## src/rtl/assert_macros.svh

```systemverilog
// Assertion macros for the queue RTL.
// Clock and reset names follow the project convention: clock, reset.
`ifndef ASSERT_MACROS_SVH
`define ASSERT_MACROS_SVH

// Property that must hold at every clock edge outside reset.
`define FQD_ASSERT_ALWAYS(name, expr, msg) \
   name: assert property (@(posedge clock) disable iff (reset) (expr)) else $error(msg);

// Implication checked in the cycle after the antecedent.
`define FQD_ASSERT_NEXT(name, pre, post, msg) \
   name: assert property (@(posedge clock) disable iff (reset) (pre) |=> (post)) else $error(msg);

`endif

```

## src/rtl/fqd_pkg.sv

```systemverilog
// Package for the FIFO queue with delete: sizes, opcodes, payload and
// controller/datapath interface types, pointer wrap helper. No dependencies.
`timescale 1ns / 1ps
`default_nettype none

package fqd_pkg;

   // Queue capacity and derived widths
   localparam int DEPTH    = 16;
   localparam int PTR_W    = $clog2(DEPTH);
   localparam int CNT_W    = $clog2(DEPTH + 1);
   localparam int SUM_W    = CNT_W + 1;
   localparam int ITEM_W   = 32;
   localparam int LENGTH_W = 5;
   localparam int OP_W     = 2;

   // Operation codes
   localparam logic [OP_W-1:0] OP_ENQUEUE = 2'd0;
   localparam logic [OP_W-1:0] OP_DEQUEUE = 2'd1;
   localparam logic [OP_W-1:0] OP_DELETE  = 2'd2;

   typedef struct packed {
      logic [OP_W-1:0]   op;
      logic [ITEM_W-1:0] item_in;
   } fqd_req_type;

   typedef struct packed {
      logic                status;
      logic [ITEM_W-1:0]   item_out;
      logic [LENGTH_W-1:0] length;
   } fqd_rsp_type;

   typedef enum logic [1:0] {
      ST_IDLE,
      ST_SCAN,
      ST_SHIFT,
      ST_FINISH
   } fqd_state_type;

   // Commands from controller to datapath
   typedef struct packed {
      logic load;       // latch request, clear index, read front entry
      logic rd_next;    // read entry at index + 1
      logic idx_inc;    // advance scan index
      logic shift_wr;   // move read entry one place toward the front
      logic set_found;  // record a delete match
      logic commit;     // update queue state and load the result register
   } fqd_cmd_type;

   // Status from datapath to controller
   typedef struct packed {
      logic [OP_W-1:0] op;
      logic            key_zero;
      logic            in_range;
      logic            match;
      logic            out_busy;
   } fqd_stat_type;

   // Ring buffer position head + off, with off no larger than DEPTH
   function automatic logic [PTR_W-1:0] fqd_wrap(input logic [PTR_W-1:0] head,
                                                 input logic [CNT_W-1:0] off);
      logic [SUM_W-1:0] sum;
      sum = SUM_W'(head) + SUM_W'(off);
      if (sum >= SUM_W'(DEPTH)) begin
         sum = sum - SUM_W'(DEPTH);
      end
      return PTR_W'(sum);
   endfunction

endpackage

`default_nettype wire

```

## src/rtl/fqd_ctrl.sv

```systemverilog
// Controller state machine for the FIFO queue with delete.
// Depends on fqd_pkg; drives datapath commands and the request stall.
`timescale 1ns / 1ps
`default_nettype none

module fqd_ctrl
   import fqd_pkg::*;
(
   input  wire logic         clock,
   input  wire logic         reset,
   input  wire logic         req_valid,
   output      logic         req_stall,
   input  wire fqd_stat_type stat,
   output      fqd_cmd_type  cmd
);

   fqd_state_type state_ff;
   fqd_state_type state_in;

   // Hold the state register
   always_ff @(posedge clock) begin
      if (reset) begin
         state_ff <= ST_IDLE;
      end else begin
         state_ff <= state_in;
      end
   end

   // Decide next state and issue datapath commands
   always_comb begin
      state_in  = state_ff;
      cmd       = '0;
      req_stall = 1'b1;
      case (state_ff)
         ST_IDLE: begin
            req_stall = 1'b0;
            if (req_valid) begin
               cmd.load = 1'b1;
               state_in = ST_SCAN;
            end
         end
         ST_SCAN: begin
            // Only delete walks the queue; front entry is ready for dequeue
            if (stat.op != OP_DELETE || stat.key_zero || !stat.in_range) begin
               state_in = ST_FINISH;
            end else if (stat.match) begin
               cmd.set_found = 1'b1;
               cmd.rd_next   = 1'b1;
               cmd.idx_inc   = 1'b1;
               state_in      = ST_SHIFT;
            end else begin
               cmd.rd_next = 1'b1;
               cmd.idx_inc = 1'b1;
            end
         end
         ST_SHIFT: begin
            // Close up the gap one entry per cycle
            if (stat.in_range) begin
               cmd.shift_wr = 1'b1;
               cmd.rd_next  = 1'b1;
               cmd.idx_inc  = 1'b1;
            end else begin
               state_in = ST_FINISH;
            end
         end
         ST_FINISH: begin
            if (!stat.out_busy) begin
               cmd.commit = 1'b1;
               state_in   = ST_IDLE;
            end
         end
         default: begin
            state_in = ST_IDLE;
         end
      endcase
   end

endmodule

`default_nettype wire

```

## src/rtl/fqd_dpath.sv

```systemverilog
// Datapath for the FIFO queue with delete: ring buffer memory, pointers,
// scan index and result register. Depends on fqd_pkg and assert_macros.svh.
`timescale 1ns / 1ps
`default_nettype none

`include "assert_macros.svh"

module fqd_dpath
   import fqd_pkg::*;
(
   input  wire logic         clock,
   input  wire logic         reset,
   input  wire fqd_req_type  req_data,
   input  wire fqd_cmd_type  cmd,
   output      fqd_stat_type stat,
   output      logic         rsp_valid,
   input  wire logic         rsp_stall,
   output      fqd_rsp_type  rsp_data
);

   logic [ITEM_W-1:0] mem [DEPTH];

   logic [OP_W-1:0]   op_ff;
   logic [ITEM_W-1:0] key_ff;
   logic [CNT_W-1:0]  idx_ff;
   logic              found_ff;
   logic [PTR_W-1:0]  head_ff;
   logic [CNT_W-1:0]  count_ff;
   logic [ITEM_W-1:0] rd_data_ff;
   logic              rsp_valid_ff;
   fqd_rsp_type       rsp_data_ff;

   logic [CNT_W-1:0]  idx_in;
   logic              found_in;
   logic [PTR_W-1:0]  head_in;
   logic [CNT_W-1:0]  count_in;
   logic              rsp_valid_in;
   fqd_rsp_type       rsp_data_in;

   logic              rd_en;
   logic [PTR_W-1:0]  rd_addr;
   logic              wr_en;
   logic [PTR_W-1:0]  wr_addr;
   logic [ITEM_W-1:0] wr_data;
   logic              enq_ok;
   logic              deq_ok;
   logic              del_ok;

   // Outcome of the held operation
   assign enq_ok = (op_ff == OP_ENQUEUE) && (key_ff != '0) && (count_ff < CNT_W'(DEPTH));
   assign deq_ok = (op_ff == OP_DEQUEUE) && (count_ff != '0);
   assign del_ok = (op_ff == OP_DELETE) && found_ff;

   // Select memory addresses: front on load, next entry while walking
   always_comb begin
      rd_en   = cmd.load || cmd.rd_next;
      rd_addr = cmd.load ? head_ff : fqd_wrap(head_ff, idx_ff + CNT_W'(1));
      wr_en   = 1'b0;
      wr_addr = fqd_wrap(head_ff, idx_ff - CNT_W'(1));
      wr_data = rd_data_ff;
      if (cmd.shift_wr) begin
         wr_en = 1'b1;
      end else if (cmd.commit && enq_ok) begin
         wr_en   = 1'b1;
         wr_addr = fqd_wrap(head_ff, count_ff);
         wr_data = key_ff;
      end
   end

   // Write and read the entry store
   always_ff @(posedge clock) begin
      if (wr_en) begin
         mem[wr_addr] <= wr_data;
      end
      if (rd_en) begin
         rd_data_ff <= mem[rd_addr];
      end
   end

   // Latch the request on transfer
   always_ff @(posedge clock) begin
      if (cmd.load) begin
         op_ff  <= req_data.op;
         key_ff <= req_data.item_in;
      end
   end

   // Advance index, pointers and the result register
   always_comb begin
      idx_in       = idx_ff;
      found_in     = found_ff;
      head_in      = head_ff;
      count_in     = count_ff;
      rsp_valid_in = rsp_valid_ff && rsp_stall;
      rsp_data_in  = rsp_data_ff;
      if (cmd.load) begin
         idx_in   = '0;
         found_in = 1'b0;
      end else if (cmd.idx_inc) begin
         idx_in = idx_ff + CNT_W'(1);
      end
      if (cmd.set_found) begin
         found_in = 1'b1;
      end
      if (cmd.commit) begin
         if (enq_ok) begin
            count_in = count_ff + CNT_W'(1);
         end else if (deq_ok) begin
            count_in = count_ff - CNT_W'(1);
            head_in  = fqd_wrap(head_ff, CNT_W'(1));
         end else if (del_ok) begin
            count_in = count_ff - CNT_W'(1);
         end
         rsp_valid_in         = 1'b1;
         rsp_data_in.status   = !(enq_ok || deq_ok || del_ok);
         rsp_data_in.item_out = deq_ok ? rd_data_ff : '0;
         rsp_data_in.length   = LENGTH_W'(count_in);
      end
   end

   always_ff @(posedge clock) begin
      if (reset) begin
         idx_ff       <= '0;
         found_ff     <= 1'b0;
         head_ff      <= '0;
         count_ff     <= '0;
         rsp_valid_ff <= 1'b0;
      end else begin
         idx_ff       <= idx_in;
         found_ff     <= found_in;
         head_ff      <= head_in;
         count_ff     <= count_in;
         rsp_valid_ff <= rsp_valid_in;
      end
   end

   always_ff @(posedge clock) begin
      rsp_data_ff <= rsp_data_in;
   end

   // Report status to the controller
   always_comb begin
      stat.op       = op_ff;
      stat.key_zero = (key_ff == '0);
      stat.in_range = (idx_ff < count_ff);
      stat.match    = (rd_data_ff == key_ff);
      stat.out_busy = rsp_valid_ff && rsp_stall;
   end

   assign rsp_valid = rsp_valid_ff;
   assign rsp_data  = rsp_data_ff;

   `FQD_ASSERT_ALWAYS(a_count_bound, count_ff <= CNT_W'(DEPTH), "queue count above capacity")
   `FQD_ASSERT_ALWAYS(a_single_write, !(cmd.shift_wr && cmd.commit), "shift and commit collide")
   `FQD_ASSERT_ALWAYS(a_commit_free, !(cmd.commit && rsp_valid_ff && rsp_stall), "result overwritten")
   `FQD_ASSERT_NEXT(a_commit_shows, cmd.commit, rsp_valid_ff, "committed result not presented")

endmodule

`default_nettype wire

```

## src/rtl/fifo_queue_with_delete_unit.sv

```systemverilog
// FIFO queue of nonzero 32-bit handles with enqueue, dequeue and delete by value.
// Enqueue and dequeue go from the transfer through the scan and finish states to
// the registered result. Delete walks the queue and moves one entry per cycle
// through one read and one write memory port, then finishes the same way.
// One item is in work at a time; a held result does not block the next transfer.
// Reset (synchronous) empties the queue; stored entries are not cleared.
`timescale 1ns / 1ps
`default_nettype none

module fifo_queue_with_delete_unit
   import fqd_pkg::*;
(
   input  wire logic        clock,
   input  wire logic        reset,
   input  wire logic        req_valid,
   output      logic        req_stall,
   input  wire fqd_req_type req_data,
   output      logic        rsp_valid,
   input  wire logic        rsp_stall,
   output      fqd_rsp_type rsp_data
);

   fqd_cmd_type  cmd;
   fqd_stat_type stat;

   // Sequence each operation
   fqd_ctrl u_ctrl (
      .clock     (clock),
      .reset     (reset),
      .req_valid (req_valid),
      .req_stall (req_stall),
      .stat      (stat),
      .cmd       (cmd)
   );

   // Hold entries, pointers and the result
   fqd_dpath u_dpath (
      .clock     (clock),
      .reset     (reset),
      .req_data  (req_data),
      .cmd       (cmd),
      .stat      (stat),
      .rsp_valid (rsp_valid),
      .rsp_stall (rsp_stall),
      .rsp_data  (rsp_data)
   );

endmodule

`default_nettype wire

```

## config.mk

```make
export PLATFORM = sky130hd
export DESIGN_NAME = fifo_queue_with_delete_unit
export DESIGN_NICKNAME = d
export VERILOG_FILES = /design/src/rtl/fqd_pkg.sv /design/src/rtl/fqd_ctrl.sv /design/src/rtl/fqd_dpath.sv /design/src/rtl/fifo_queue_with_delete_unit.sv
export VERILOG_INCLUDE_DIRS = /design/src /design/src/rtl
export SDC_FILE = /design/constraint.sdc
export NUM_CORES = 1
export LEC_CHECK = 0
export BUFFER_PORTS_ARGS = -buffer_cell sky130_fd_sc_hd__buf_2
export CAP_MARGIN = 20
export CORE_MARGIN = 3
export CORE_UTILIZATION = 55
export CTS_CLUSTER_DIAMETER = 50
export DETAILED_ROUTE_END_ITERATION = 10
export PLACE_DENSITY = 0.72
export SLEW_MARGIN = 20
export SYNTH_ARGS = -nofsm -noshare
export SYNTH_HDL_FRONTEND = slang
export SYNTH_SLANG_ARGS = --single-unit
```

## constraint.sdc

```tcl
create_clock -name clock -period 10.8 [get_ports clock]
set_input_delay 0.54 -clock clock [delete_from_list [all_inputs] [get_ports clock]]
set_output_delay 0.54 -clock clock [all_outputs]
set_load 0.005 [all_outputs]
```

* Yosys cells after proc, flatten, opt, wreduce, memory -nomap -nowiden *
Memories as Yosys holds them, arrays and structs flattened. A register that Yosys moved wholly into a read port is not among the register bits.
Index checks and enable logic that the tools add are counted.

storage, ports and cells
  output and inout bits = 40
  register bits = 90
  memories = 1
  memory bits (writable) = 512

operators by class
  multiplexer cells = 37
  eq/ne operators = 11
  reduce and logical (&&, ||, !) cells = 22
  bitwise operators = 1
  add/subtract/negate cells = 12
  $lt $le $gt $ge = 6

memories
  memory       depth  width  read ports  clocked after memory_dff  write ports  line             RTL
  u_dpath.mem  16     32     1           1                         1            fqd_dpath.sv:21  logic [ITEM_W-1:0] mem [DEPTH];

operator list
  operator               number
  $mux W32               2
  $eq A32 B32 Y1         1
  $logic_not A32 Y1      1
  $reduce_bool A32 Y1    1
  $mux W4                7
  $add A4 B5 Y6          3
  $ge A6 B5 Y1 const B   3
  $mux W1                16
  $sub A4 B1 Y4 const B  4
  $mux W5                3
  $mux W2                6
  $add A5 B1 Y5 const B  2
  $sub A5 B1 Y5 const B  2
  $ne A2 B2 Y1 const B   4
  $pmux W2 S4            1
  $eq A2 B2 Y1 const B   3
  $logic_and A1 B1 Y1    6
  $add A4 B1 Y5 const B  1
  $ge A5 B5 Y1 const B   1
  $logic_or A1 B1 Y1     5
  $lt A5 B5 Y1           1
  $lt A5 B5 Y1 const B   1
  $reduce_bool A5 Y1     1
  $eq A2 B1 Y1 const B   2
  10 further kinds       12

* Logic depth before layout (Yosys ltp) *
  depth in word-level cells = 8
  depth in mapped cells = 12
  mapped depth without buffers = 10

* Hierarchy *
From an unflattened synthesis, not the netlist that was laid out.

second synthesis, totals
  cell total of the unflattened synthesis = 2062
  area, all modules = 28277.1 um^2

by module, submodules not included
  module     area each (um^2)  instances  sequential area each (um^2)  cells an instance
  fqd_dpath  28010.6           1          18818.0                      2033
  fqd_ctrl   266.5             1          40.0                         29

* Worst setup path before layout *
No wires, ideal clock.

  path kind = register to register
  from = reg u_dpath.count_ff[1]
  to = mem u_dpath.mem[0][0], enable pin
  data arrival time = 4.201 ns
  setup time = 0.461 ns
  cell stages (with the launch flop) = 10
  setup slack = 6.138 ns
  cells stage by stage = dfxtp_1 inv_1 ha_1 o211ai_1 o21ai_1 a21oi_2 nor3_2 buf_6 mux2_4 nor3_1

on the way
  longest elaborated chain between the ends = 7
  elaborated cells on any way between the ends = 16
  those cells by class = add/sub: 2; order compare: 3; mux: 9; reduce/logical: 2

RTL lines
  item                                                   line              RTL
  start: declaration                                     fqd_dpath.sv:28   logic [CNT_W-1:0] count_ff;
  start signal: assignment                               fqd_dpath.sv:132  count_ff <= count_in;
  branches (longest 7 deep; another with $add A4 B5 Y6)  n/a
  end: declaration                                       fqd_dpath.sv:21

Parallel ways; which one is timed is not known.

* Worst setup path after layout *
  from = reg u_dpath.idx_ff[0]
  to = reg u_dpath.rd_data_ff[21], read port of u_dpath.mem, data pin

on the way
  longest elaborated chain between the ends = 6
  elaborated cells on any way between the ends = 13
  those cells by class = add/sub: 3; order compare: 2; mux: 5; reduce/logical: 3

RTL lines
  item                                                   line              RTL
  start: declaration                                     fqd_dpath.sv:25   logic [CNT_W-1:0] idx_ff;
  start signal: assignment                               fqd_dpath.sv:129  idx_ff <= idx_in;
  branches (longest 6 deep; another with $add A4 B5 Y6)  n/a
  end: declaration                                       fqd_dpath.sv:29   logic [ITEM_W-1:0] rd_data_ff;

Parallel ways; which one is timed is not known.
A chain may end at the register's enable or synchronous reset.

==> results by group <==
Run status
  • Status: completed

Timing
  • Tcrit/Tclk final: 42.3%
  • Skew final: 0.0180 ns
  • Final setup margin: 6.23 ns
  • Slew @ Worst Pin: 1.13 ns
  • RSZ-0062 raised after global routing: false
  • Max Transition Viols Final: 0
  • Fmax: 0.219 GHz
  • Minimum clock period: 4.57 ns
  • Fin Setup TNS: 0 ns
  • Setup violators final: 0
  • Final Hold Viols: 0
  • Slew headroom: 24.9%

Hold path
  • Hold Path Class: in -> reg

Power
  • Sequential Power Share: 45.9%
  • Max VDD drop: 153 µV
  • Pint: 4.99 mW
  • Switching Share: 30.6%
  • Combinational Power Share: 23.5%
  • Net Sw Power: 2.20 mW
  • Clock share of power: 30.6%
  • PwrDens: 246 mW/mm²
  • Leak: 9.63 nW
  • Power consumption: 7.19 mW

Routing
  • Total Routed Length: 63.0 mm
  • Routed vias/inst: 6.22
  • Vias: 15,316
  • Avg WL per Cell: 25.6 µm
  • DRC violations left: 0
  • Drt initial violations: 2,053
  • Final ANT Viol Nets: 0
  • Drt first pass iters: 7

Synth
  • EDFF count, synth: 616
  • Dominant cell type by area after synthesis: edfxtp_1
  • Post-synth ARST share: 0%
  • Synth Instances: 1,737
  • Top FF cell, synth: edfxtp_1
  • Syn Area/Cell: 15.0 µm²
  • Synth Register Bits: 634
  • Synth cell types: 54
  • Area share of the largest cell type after synthesis: 70.8%
  • Synth warn: 0
  • Mapped Nets: 1,800
  • Register area share after synthesis: 72.2%
  • Mapped Area: 0.0261 mm²
  • Top cells by area, synth: edfxtp_1 (71%), nand2_1 (3.9%), and2_1 (3.9%)

Clocking
  • Clock sink count: 634
  • Clock buffer depth: 3
  • Clock tree from TritonCTS: yes
  • Postcts setup bufs: 0
  • CTS HTree Levels: 3
  • Clk pin slew, worst setup/hold paths: 0.06 ns
  • Inserted Clock Buffers: 68
  • Number of hold buffers added after CTS: 0
  • Root Driver: clkbuf_16
  • Post-cts resize count: 0
  • Clock latency on the worst-skew pair: 0.60 ns

Flow run
  • Max-cap violations: 0

Cells and area
  • Post-Layout Cell Count: 2,464
  • Seq. cell area: 0.0189 mm²
  • Layout cells sized above 1: 16.4%
  • Area of the multi-input gates: 0.00685 mm²
  • Layout net count: 1,874
  • Syn-to-layout area delta: 11.9%
  • # fillers: 3,295
  • Antenna cell count: 0

GRT
  • Tot GR Track Use: 25.2%
  • First-pass GRT wire length: 93.2 mm
  • Remaining Overflow, GRT: 0
  • Antenna violations before repair: 0
  • Largest net degree at the start of global routing: 193
  • Vias in the first global route: 14,882

Critical path
  • Critical Path Source Type: flop
  • Worst setup EP type: flop
  • WS Path Type: reg -> reg
  • Crit-path max FO: 104
  • Flop2flop setup slack: 6.23 ns
  • CP arrival: 4.90 ns
  • Worst EP required: 11.13 ns

Floorplan
  • Core Footprint: 0.0468 mm²
  • Die H: 224 µm
  • Row count: 79
  • Initial Util: 55.9%
  • Die X: 224 µm
  • Ports: 78
  • Die ar.: 0.0502 mm²

Placement
  • Post-placement cell count: 2,348
  • Final GP Congestion: 0.770
  • IO Port Bufs: 77
  • Placed wire-length estimate: 32.1 mm
  • Worst slack, placed: 6.21 ns
## critical path: stages (launching register included)
cell and delay [ns]:
dfxtp_1 0.42, inv_1 0.12, ha_1 0.40, inv_1 0.10
fa_1 0.38, xor2_1 0.16, nand2_1 0.10, o21ai_4 0.10
buf_4 0.69, buf_4 0.95, a31oi_1 0.24, mux4_2 0.55
## layout make-up
type                            instances  area share [%]
Sequential cell                       634            64.5
Multi-Input combinational cell        983            23.4
Clock buffer                           81            6.13
Tap cell                              607            2.60
Timing Repair Buffer                  105            2.09
Clock inverter                         35            1.02
Inverter                               19           0.244
## layer usage
layer	GRT usage (%)	share of wire (%)	vias up
li1	-	-	6781
met1	35.6	41	7666
met2	39.5	47	707
met3	4.91	8.3	162
met4	9.41	3.3	0
met5	0	0	-
## path summary, 6_finish.rpt
| check | to | from | cells after the start |
|---|---|---|---|
| hold reg to reg | u_dpath.idx_ff[4] | u_dpath.idx_ff[4] | 2 |
| setup reg to reg | u_dpath.rd_data_ff[21] | u_dpath.idx_ff[0] | 11 |
| setup / recovery | u_dpath.rd_data_ff[21] | u_dpath.idx_ff[0] | 11 |
| hold / removal | u_dpath.key_ff[24] | req_data[24] | 1 |
## logic make-up (layout without fill, tap and decap cells)
| group | count (synthesis) | after routing | synth area share (%) |
|---|---|---|---|
| mux | 74 | 74 | 4.58 |
| compound gates | 309 | 309 | 8.13 |
| simple gates | 520 | 520 | 9.73 |
| fa+ha+maj | 25 | 25 | 1.28 |
| buf+inv | 120 | 240 | 2.25 |
| xor+xnor | 55 | 55 | 1.84 |
| flops | 634 | 634 | 72.2 |
## sequential cells by signal, indices dropped and copies added, names as in the netlist
register	flops
u_ctrl.state_ff	2
u_dpath.count_ff	5
u_dpath.found_ff	1
u_dpath.head_ff	4
u_dpath.idx_ff	5
u_dpath.key_ff	32
u_dpath.mem	512
u_dpath.op_ff	2
u_dpath.rd_data_ff	32
u_dpath.rsp_data	38
u_dpath.rsp_valid	1
## Yosys cell counts (6+ instances only)
cell      instances
edfxtp_1        616
nand2_1         274
and2_1          161
a31oi_1         129
a211oi_1        128
clkbuf_1         58
xor2_1           40
mux2_2           33
mux4_2           32
ha_1             22
buf_2            20
inv_1            19
nor2_1           19
a21oi_1          18
dfxtp_1          18
nor3_1           18
buf_6            15
xnor2_1          15
nor4_1           13
buf_1             8
o21ai_0           7
mux2i_1           6
nand4_1           6
## placed cells by master, fill, tap and decap left out, types with 26 or more instances in the layout
cell and n:
edfxtp_1 616, nand2_1 274, and2_1 161, a31oi_1 129
a211oi_1 128, buf_2 77, clkbuf_16 70, xor2_1 39
mux2_2 33, mux4_2 32, buf_4 26
## power groups by stage
stage	Clock (mW)	Sequential (mW)	Combinational (mW)
after floorplan	0	3.29	1.22
after global placement	0	3.34	1.62
after detailed placement	0	3.35	1.67
after CTS	2.23	3.30	1.68
after global routing	2.32	3.31	1.84
final	2.20	3.30	1.69
## stage by stage
step	hold slack, ns	instance area [µm²]	utilization (%)
detailed placement	0.486	27100	58.1
CTS	0.0830	29200	62.5
finish	0.116	29200	62.5
global route	0.0970	29200	62.5
floorplan	0.447	26100	-
global placement	0.477	27100	58.1
Power figures use the tool's default switching activity.
